==> src/prf_pkg.sv <==
// prf_pkg: item types, controller states and control structs of the pareto ranker
// no dependencies
package prf_pkg;

	localparam int unsigned IN_W  = 32;
	localparam int unsigned OUT_W = 6;

	typedef struct packed {
		logic [IN_W-1:0] objective_a;
		logic [IN_W-1:0] objective_b;
		logic [IN_W-1:0] objective_c;
		logic [IN_W-1:0] objective_d;
		logic            last_member;
	} in_item_t;

	typedef struct packed {
		logic [OUT_W-1:0] member_index;
		logic [OUT_W-1:0] front_rank;
		logic             overflow_seen;
		logic             last_result;
	} res_item_t;

	typedef enum logic [3:0] {
		S_LOAD,
		S_START,
		S_ROW_RD,
		S_ROW_CAP,
		S_SCAN,
		S_FLUSH,
		S_ROW_WR,
		S_LVL,
		S_PSCAN,
		S_PFLUSH,
		S_PCHK,
		S_OUT_RD,
		S_OUT_CAP,
		S_OUT_WAIT
	} state_t;

	typedef struct packed {
		logic ready;
		logic init_run;
		logic rd_row;
		logic cap_row;
		logic scan;
		logic wr_row;
		logic open_level;
		logic peel_scan;
		logic next_level;
		logic rd_out;
		logic load_out;
		logic next_out;
		logic end_run;
	} cmd_t;

	typedef struct packed {
		logic load_last;
		logic i_last;
		logic j_last;
		logic rem_empty;
		logic out_acc;
	} status_t;

endpackage

==> src/prf_ctrl.sv <==
// prf_ctrl: sequencer for load, dominance scan, front peeling and result output
// depends on prf_pkg
module prf_ctrl (
	input  logic             clk,
	input  logic             arst_n,
	input  prf_pkg::status_t st,
	output prf_pkg::cmd_t    cmd
);

	prf_pkg::state_t state_q, state_nxt;

	// state register
	always_ff @(posedge clk or negedge arst_n) begin
		if (!arst_n) begin
			state_q <= prf_pkg::S_LOAD;
		end else begin
			state_q <= state_nxt;
		end
	end

	// next state
	always_comb begin
		state_nxt = state_q;
		unique case (state_q)
			prf_pkg::S_LOAD:     if (st.load_last) state_nxt = prf_pkg::S_START;
			prf_pkg::S_START:    state_nxt = prf_pkg::S_ROW_RD;
			prf_pkg::S_ROW_RD:   state_nxt = prf_pkg::S_ROW_CAP;
			prf_pkg::S_ROW_CAP:  state_nxt = prf_pkg::S_SCAN;
			prf_pkg::S_SCAN:     if (st.i_last) state_nxt = prf_pkg::S_FLUSH;
			prf_pkg::S_FLUSH:    state_nxt = prf_pkg::S_ROW_WR;
			prf_pkg::S_ROW_WR: begin
				state_nxt = st.j_last ? prf_pkg::S_LVL : prf_pkg::S_ROW_RD;
			end
			prf_pkg::S_LVL:      state_nxt = prf_pkg::S_PSCAN;
			prf_pkg::S_PSCAN:    if (st.i_last) state_nxt = prf_pkg::S_PFLUSH;
			prf_pkg::S_PFLUSH:   state_nxt = prf_pkg::S_PCHK;
			prf_pkg::S_PCHK: begin
				state_nxt = st.rem_empty ? prf_pkg::S_OUT_RD : prf_pkg::S_LVL;
			end
			prf_pkg::S_OUT_RD:   state_nxt = prf_pkg::S_OUT_CAP;
			prf_pkg::S_OUT_CAP:  state_nxt = prf_pkg::S_OUT_WAIT;
			prf_pkg::S_OUT_WAIT: begin
				if (st.out_acc) begin
					state_nxt = st.i_last ? prf_pkg::S_LOAD : prf_pkg::S_OUT_RD;
				end
			end
			default:             state_nxt = prf_pkg::S_LOAD;
		endcase
	end

	// command decode
	always_comb begin
		cmd = '0;
		unique case (state_q)
			prf_pkg::S_LOAD:     cmd.ready = 1'b1;
			prf_pkg::S_START:    cmd.init_run = 1'b1;
			prf_pkg::S_ROW_RD:   cmd.rd_row = 1'b1;
			prf_pkg::S_ROW_CAP:  cmd.cap_row = 1'b1;
			prf_pkg::S_SCAN:     cmd.scan = 1'b1;
			prf_pkg::S_FLUSH:    cmd = '0;
			prf_pkg::S_ROW_WR:   cmd.wr_row = 1'b1;
			prf_pkg::S_LVL:      cmd.open_level = 1'b1;
			prf_pkg::S_PSCAN:    cmd.peel_scan = 1'b1;
			prf_pkg::S_PFLUSH:   cmd = '0;
			prf_pkg::S_PCHK:     cmd.next_level = 1'b1;
			prf_pkg::S_OUT_RD:   cmd.rd_out = 1'b1;
			prf_pkg::S_OUT_CAP:  cmd.load_out = 1'b1;
			prf_pkg::S_OUT_WAIT: begin
				cmd.next_out = st.out_acc;
				cmd.end_run  = st.out_acc & st.i_last;
			end
			default:             cmd = '0;
		endcase
	end

endmodule

==> config.mk <==
export PLATFORM = sky130hd
export DESIGN_NAME = prf_ctrl
export DESIGN_NICKNAME = d
export VERILOG_FILES = /design/src/prf_pkg.sv /design/src/prf_ctrl.sv
export SDC_FILE = /design/constraint.sdc
export NUM_CORES = 1
export LEC_CHECK = 0
export BUFFER_PORTS_ARGS = -buffer_cell sky130_fd_sc_hd__clkbuf_2
export CORE_AREA = 2 2 39 41
export CTS_CLUSTER_DIAMETER = 120
export CTS_CLUSTER_SIZE = 16
export DETAILED_ROUTE_END_ITERATION = 10
export DIE_AREA = 0 0 41 43
export PLACE_DENSITY = 0.64
export SKIP_CTS_REPAIR_TIMING = 1
export SLEW_MARGIN = 20
export SYNTH_ARGS = -nofsm -noshare
export SYNTH_HDL_FRONTEND = slang
export SYNTH_SLANG_ARGS = --single-unit
==> constraint.sdc <==
create_clock -name clk -period 1.2 [get_ports clk]
set_input_delay 0.12 -clock clk [delete_from_list [all_inputs] [get_ports clk]]
set_output_delay 0.12 -clock clk [all_outputs]
set_load 0.1 [all_outputs]
==> out/results.ini, run 1 <==
[synth]
synth-main-ff-cell = dfrtp_1
synth.area.mux_share_pct = 0
netlist-cell-type-count = 23
area_share_of_the_largest_cell_type_after_synthesis_pct = 24.5
post_synth_xor_area_fraction_pct = 0
main_combinational_cell_family_by_area_after_synthesis = simple AND/OR/NAND/NOR gates
synth_compound_gate_area_share_pct = 18.3
synthesis.nets = 65
yosys.area_share.simple_pct = 50.8
synth_warnings = 0
synth-async-reset-ratio_pct = 100
synth_area_per_cell_um2 = 7.05
yosys_register_bits = 4
post_synth_main_area_contributors = dfrtp_1 (24%), nor2_1 (8.3%), nand2b_1 (7.6%), nor2b_1 (6.1%), nor3_1 (6.1%)
synth_adder_area_share_pct = 0
synth_commonest_cells = nor2_1 (9), nand2b_1 (5), nor3_1 (5)
synth_top_cell_by_area = dfrtp_1
seq_area_frac_synth_pct = 24.5
postSynthCellCount = 58
syn_area_um2 = 409
synthMostInstantiatedCell = nor2_1
synth_enable_flop_cells = 0

[timing]
fmax_ghz = 0.672
clock_skew_ns = 0.00613
worst_slew_margin_rel_pct = 81.2
final.setup.worst_slack_ns = -0.287
final-setup-viol-count = 16
timing.final.crit_share_pct = 124
finalWorstPathRequiredPeriod_ns = 1.49
timing_hold_violations_final = 0
grt_setup_unrepaired = yes
final_max_slew_viol_count = 0
worstMarginPinSlew_ns = 0.281

[cts]
clockBufferDepth = 2
clockRootBuffer = clkbuf_4
cts-htree-levels = 1
clock_insertion_delay_worst_skew_ns = 0.24
cts_inserted_buffers = 3
clkSlewWorstSetupHoldPaths_ns = 0.04
tritoncts = built
cts_sinks = 4

[global_routing]
first_pass_grt_wire_length_um = 2210
maximum_number_of_pins_on_one_net_before_global_route_repair = 9
grt_antenna_before_repair = 0
globalRouteTotalUtil_pct = 18.3
grt_pass1_vias = 551
overflow_after_grt = 0

[cells_and_area]
syn_to_final_growth_pct = 137
layout.area.seq_um2 = 103
proportion_of_layout_cells_with_a_drive_suffix_above_1_pct = 67.0
final_nets = 97
regMostFlops = state_q
multi_input_combinational_cell_area_um2 = 413
filler_cell_count = 104
largestRegisters = state_q (4)
largest_register_ff_count = 4
finish.cell_count_without_fillers = 104
antenna_cells_inserted = 0

[route]
wl_met3_um = 29
detail-route-antenna-nets = 0
route.detailed.wl_per_inst_um = 12.4
dr.max_layer_used = met4
wirelength_met1_um = 519
drt_pass1_iterations = 4
avg_vias_per_cell = 5.09
detail_route.drc_violations = 0
wl_met2_um = 728
detail_route.iter0.violations = 9
detail_route.wirelength_um = 1290
num_vias = 529

[critical_path]
cp_data_required_time_ns = 1.08
criticalPathCategory = reg2out
critical_path.reg2reg.startpoint = state_q[0]
timing.reg2reg.worst_path_depth = 4
cp_data_arrival_time_ns = 1.37
critical_path.startpoint_type = flip-flop
type_of_destination_of_the_critical_path = output pin
regToRegSetupSlack_ns = -0.21
reg2reg_to = state_q[2]
worstPathMaxFanout = 4

[floorplanning]
placement_rows = 14
floorplan.initialDensity_pct = 29.6
design.die.area_mm2 = 0.00176
fp.dieW_um = 41
core_area_mm2 = 0.00138
num_io_pins = 20
fp.dieH_um = 43

[placement]
input_output_buffers = 19
post-dp-hpwl_um = 1010
dp_cells = 99
gp_weighted_congestion = 0.822

[hold_path]
holdCritPathClass = in2async

[outcome]
violations = negative setup slack
status = complete, but fails checks

[job]
cap_violations = 0

==> worst max path at each step <==
stage                      end  cells past startpoint        from  slack, ns
floorplan              cmd[12]                      4  state_q[1]      -0.59
global placement    state_q[0]                      4  state_q[0]      -0.13
detailed placement  state_q[2]                      4  state_q[0]      -0.19
CTS                     cmd[8]                      4  state_q[0]      -0.36
global route            cmd[0]                      4  state_q[0]      -0.32
finish                  cmd[5]                      4  state_q[1]      -0.29
==> critical path, cell delays in order, from the launching register on <==
cell	delay, ns
dfrtp_1	0.40
or2_4	0.30
buf_6	0.14
nor2_4	0.11
buf_12	0.18
==> cells by family (layout without fill, tap and decap cells) <==
logic type,Yosys count,after routing
compound gates,11,11
buf+inv,6,36
flops,4,4
simple gates,37,37
==> placed cells by master, fill, tap and decap left out, types with 3 or more instances in the layout <==
master / count
nor3_4: 3
nor2_4: 7
buf_4: 7
clkbuf_4: 3
nor2b_1: 3
nand2_1: 3
buf_12: 13
clkbuf_2: 6
o21ai_0: 4
buf_6: 5
==> area by class of cell <==
cell class	count	share of cell area, %
clock buffers	3	2.32
repair buffers	32	42.1
well taps	16	2.06
inverters	1	0.387
flip-flops and latches	4	10.6
multi-input cells	48	42.5
==> metrics by stage <==
stage / setup WS [ns] / setup TNS, ns / utilization, % / hold WS (ns) / instance area (um^2)
5_1_grt: -0.324 / -4.20 / 70.2 / 0.264 / 971
4_1_cts: -0.362 / -4.38 / 66.3 / -0.321 / 917
3_5_place_dp: -0.190 / -1.04 / 64.6 / -0.0704 / 895
2_1_floorplan: -0.586 / -4.24 / - / -0.176 / 553
6_report: -0.287 / -3.41 / 70.2 / 0.226 / 971
3_3_place_gp: -0.134 / -0.787 / 64.6 / -0.0740 / 895
==> layer usage <==
metal	vias to the layer above	track usage, %
li1	263	-
met3	2	3.14
met2	14	28.7
met1	250	22.3
met5	-	0
met4	0	10.0
Power of run 1 is left out: the tool's default activity adds up to more than one toggle a clock period on the data nets, which glitch-free logic cannot reach.
==> run 2, diff against run 1 <==
--- a/config.mk
+++ b/config.mk
@@ -7,11 +7,11 @@
 export LEC_CHECK = 0
 export BUFFER_PORTS_ARGS = -buffer_cell sky130_fd_sc_hd__clkbuf_2
 export CORE_AREA = 2 2 39 41
+export CTS_BUF_LIST = sky130_fd_sc_hd__clkbuf_4 sky130_fd_sc_hd__clkbuf_8
 export CTS_CLUSTER_DIAMETER = 120
 export CTS_CLUSTER_SIZE = 16
 export DETAILED_ROUTE_END_ITERATION = 10
 export DIE_AREA = 0 0 41 43
-export PLACE_DENSITY = 0.64
 export SKIP_CTS_REPAIR_TIMING = 1
 export SLEW_MARGIN = 20
 export SYNTH_ARGS = -nofsm -noshare
==> out/results.ini, run 2 (synthesis gave the netlist of run 1 again) <==
[critical_path]
type_of_destination_of_the_critical_path = output pin
cp_data_required_time_ns = 1.08  ; about the same
timing.reg2reg.worst_path_depth = 4  ; unchanged
criticalPathCategory = reg2out
regToRegSetupSlack_ns = -0.17  ; +0.04 ns
critical_path.reg2reg.startpoint = state_q[2]
reg2reg_to = state_q[0]
startpoint = state_q[0]
critical_path.startpoint_type = flip-flop
cp_data_arrival_time_ns = 1.36  ; about the same
worstPathMaxFanout = 5  ; +1
worst_setup_path_endpoint = cmd[10]

[cells_and_area]
layout.area.seq_um2 = 103  ; unchanged
antenna_cells_inserted = 0  ; unchanged
postLayoutCellArea_um2 = 988  ; +1.8%
largestRegisters = state_q (4)
regMostFlops = state_q
multi_input_combinational_cell_area_um2 = 418  ; +1.2%
proportion_of_layout_cells_with_a_drive_suffix_above_1_pct = 67.4  ; +0.37 points
layout_commonest_cell = buf_12
syn_to_final_growth_pct = 142
largest_register_ff_count = 4  ; unchanged
final_nets = 98  ; +1.0%
filler_cell_count = 103  ; -0.96%
layout.cells.most_common_list = buf_12 (14), buf_4 (9), nor2_4 (7)

[timing]
worstMarginPinSlew_ns = 0.220  ; -0.0618 ns
worst_slew_margin_rel_pct = 85.2  ; +4.1 points
final-setup-viol-count = 16  ; unchanged
final.setup.worst_slack_ns = -0.283  ; +0.00415 ns
grt_setup_unrepaired = yes
finalWorstPathRequiredPeriod_ns = 1.48  ; -0.00415 ns
worst_hold_slack_ns = 0.222  ; -0.00416 ns
fmax_ghz = 0.674  ; +0.28%
clock_skew_ns = 0.00153  ; -0.00460 ns
timing.final.crit_share_pct = 124  ; -0.35 points
final_max_slew_viol_count = 0  ; unchanged
timing_hold_violations_final = 0  ; unchanged

[floorplanning]
fp.dieW_um = 41  ; unchanged
num_io_pins = 20  ; unchanged
fp.dieH_um = 43  ; unchanged
core_area_mm2 = 0.00138  ; unchanged
placement_rows = 14  ; unchanged
floorplan.initialDensity_pct = 29.6  ; unchanged
design.die.area_mm2 = 0.00176  ; unchanged

[route]
drt_pass1_iterations = 2  ; -2
detail_route.drc_violations = 0  ; unchanged
num_vias = 520  ; -1.7%
detail_route.iter0.violations = 4  ; -5
avg_vias_per_cell = 4.95  ; -2.6%
detail-route-antenna-nets = 0  ; unchanged
detail_route.wirelength_um = 1150  ; -11%
route.detailed.wl_per_inst_um = 10.9  ; -12%

[hold_path]
holdCritPathClass = in2async

[placement]
placement.setup.worst_slack_ns = -0.184  ; +0.00647 ns
post-dp-hpwl_um = 938  ; -6.9%
gp_weighted_congestion = 0.909  ; +11%
input_output_buffers = 19  ; unchanged
detailed_place.area_um2 = 895  ; unchanged

[job]
cap_violations = 0  ; unchanged

[global_routing]
globalRouteTotalUtil_pct = 16.2  ; -2.1 points
overflow_after_grt = 0  ; unchanged
grt_antenna_before_repair = 0  ; unchanged
first_pass_grt_wire_length_um = 2020  ; -8.5%
grt_pass1_vias = 480  ; -13%
maximum_number_of_pins_on_one_net_before_global_route_repair = 9  ; unchanged

[cts]
cts-htree-levels = 1  ; unchanged
clockRootBuffer = clkbuf_4
clockBufferDepth = 2  ; unchanged
cts_sinks = 4  ; unchanged
cts_inserted_buffers = 3  ; unchanged
tritoncts = built
clkSlewWorstSetupHoldPaths_ns = 0.04  ; about the same
clock_insertion_delay_worst_skew_ns = 0.23  ; about the same

[outcome]
violations = negative setup slack
status = complete, but fails checks

-- run 2: metal layers --
layer,GRT usage (%),wire (um),up-vias
met3,5.24,56,0
met5,0,0,-
met4,2.00,0,0
met1,22.4,528,243
li1,-,-,263
met2,24.7,562,14
-- run 2: worst max-delay path, cell delays in order, from the launching register on --
cell and delay (ns):
dfrtp_1 0.40, buf_4 0.16, nand2b_4 0.16, nor3_4 0.21, buf_12 0.20
-- run 2: worst min path at each step --
stage | from | to | slack [ns] | cells past startpoint
after floorplan | arst_n | state_q[0] | -0.18 | 0
after global placement | arst_n | state_q[3] | -0.07 | 1
after detailed placement | arst_n | state_q[2] | -0.07 | 1
after CTS | arst_n | state_q[2] | -0.33 | 1
after global routing | arst_n | state_q[2] | 0.23 | 2
final | arst_n | state_q[2] | 0.22 | 2
-- run 2: cell type report --
class | count | share of cell area (%)
Timing Repair Buffer | 33 | 42.7
Multi-Input combinational cell | 48 | 42.3
Sequential cell | 4 | 10.4
Clock buffer | 3 | 2.28
Tap cell | 16 | 2.03
Inverter | 1 | 0.380
-- run 2: through the flow --
step	setup TNS [ns]	cells	utilization (%)
3_3_place_gp	-1.14	99	64.6
6_report	-3.54	105	71.4
2_1_floorplan	-4.24	58	-
5_1_grt	-4.64	105	71.4
3_5_place_dp	-1.24	99	64.6
4_1_cts	-4.58	102	66.3
Power of run 2 is left out for the same reason.
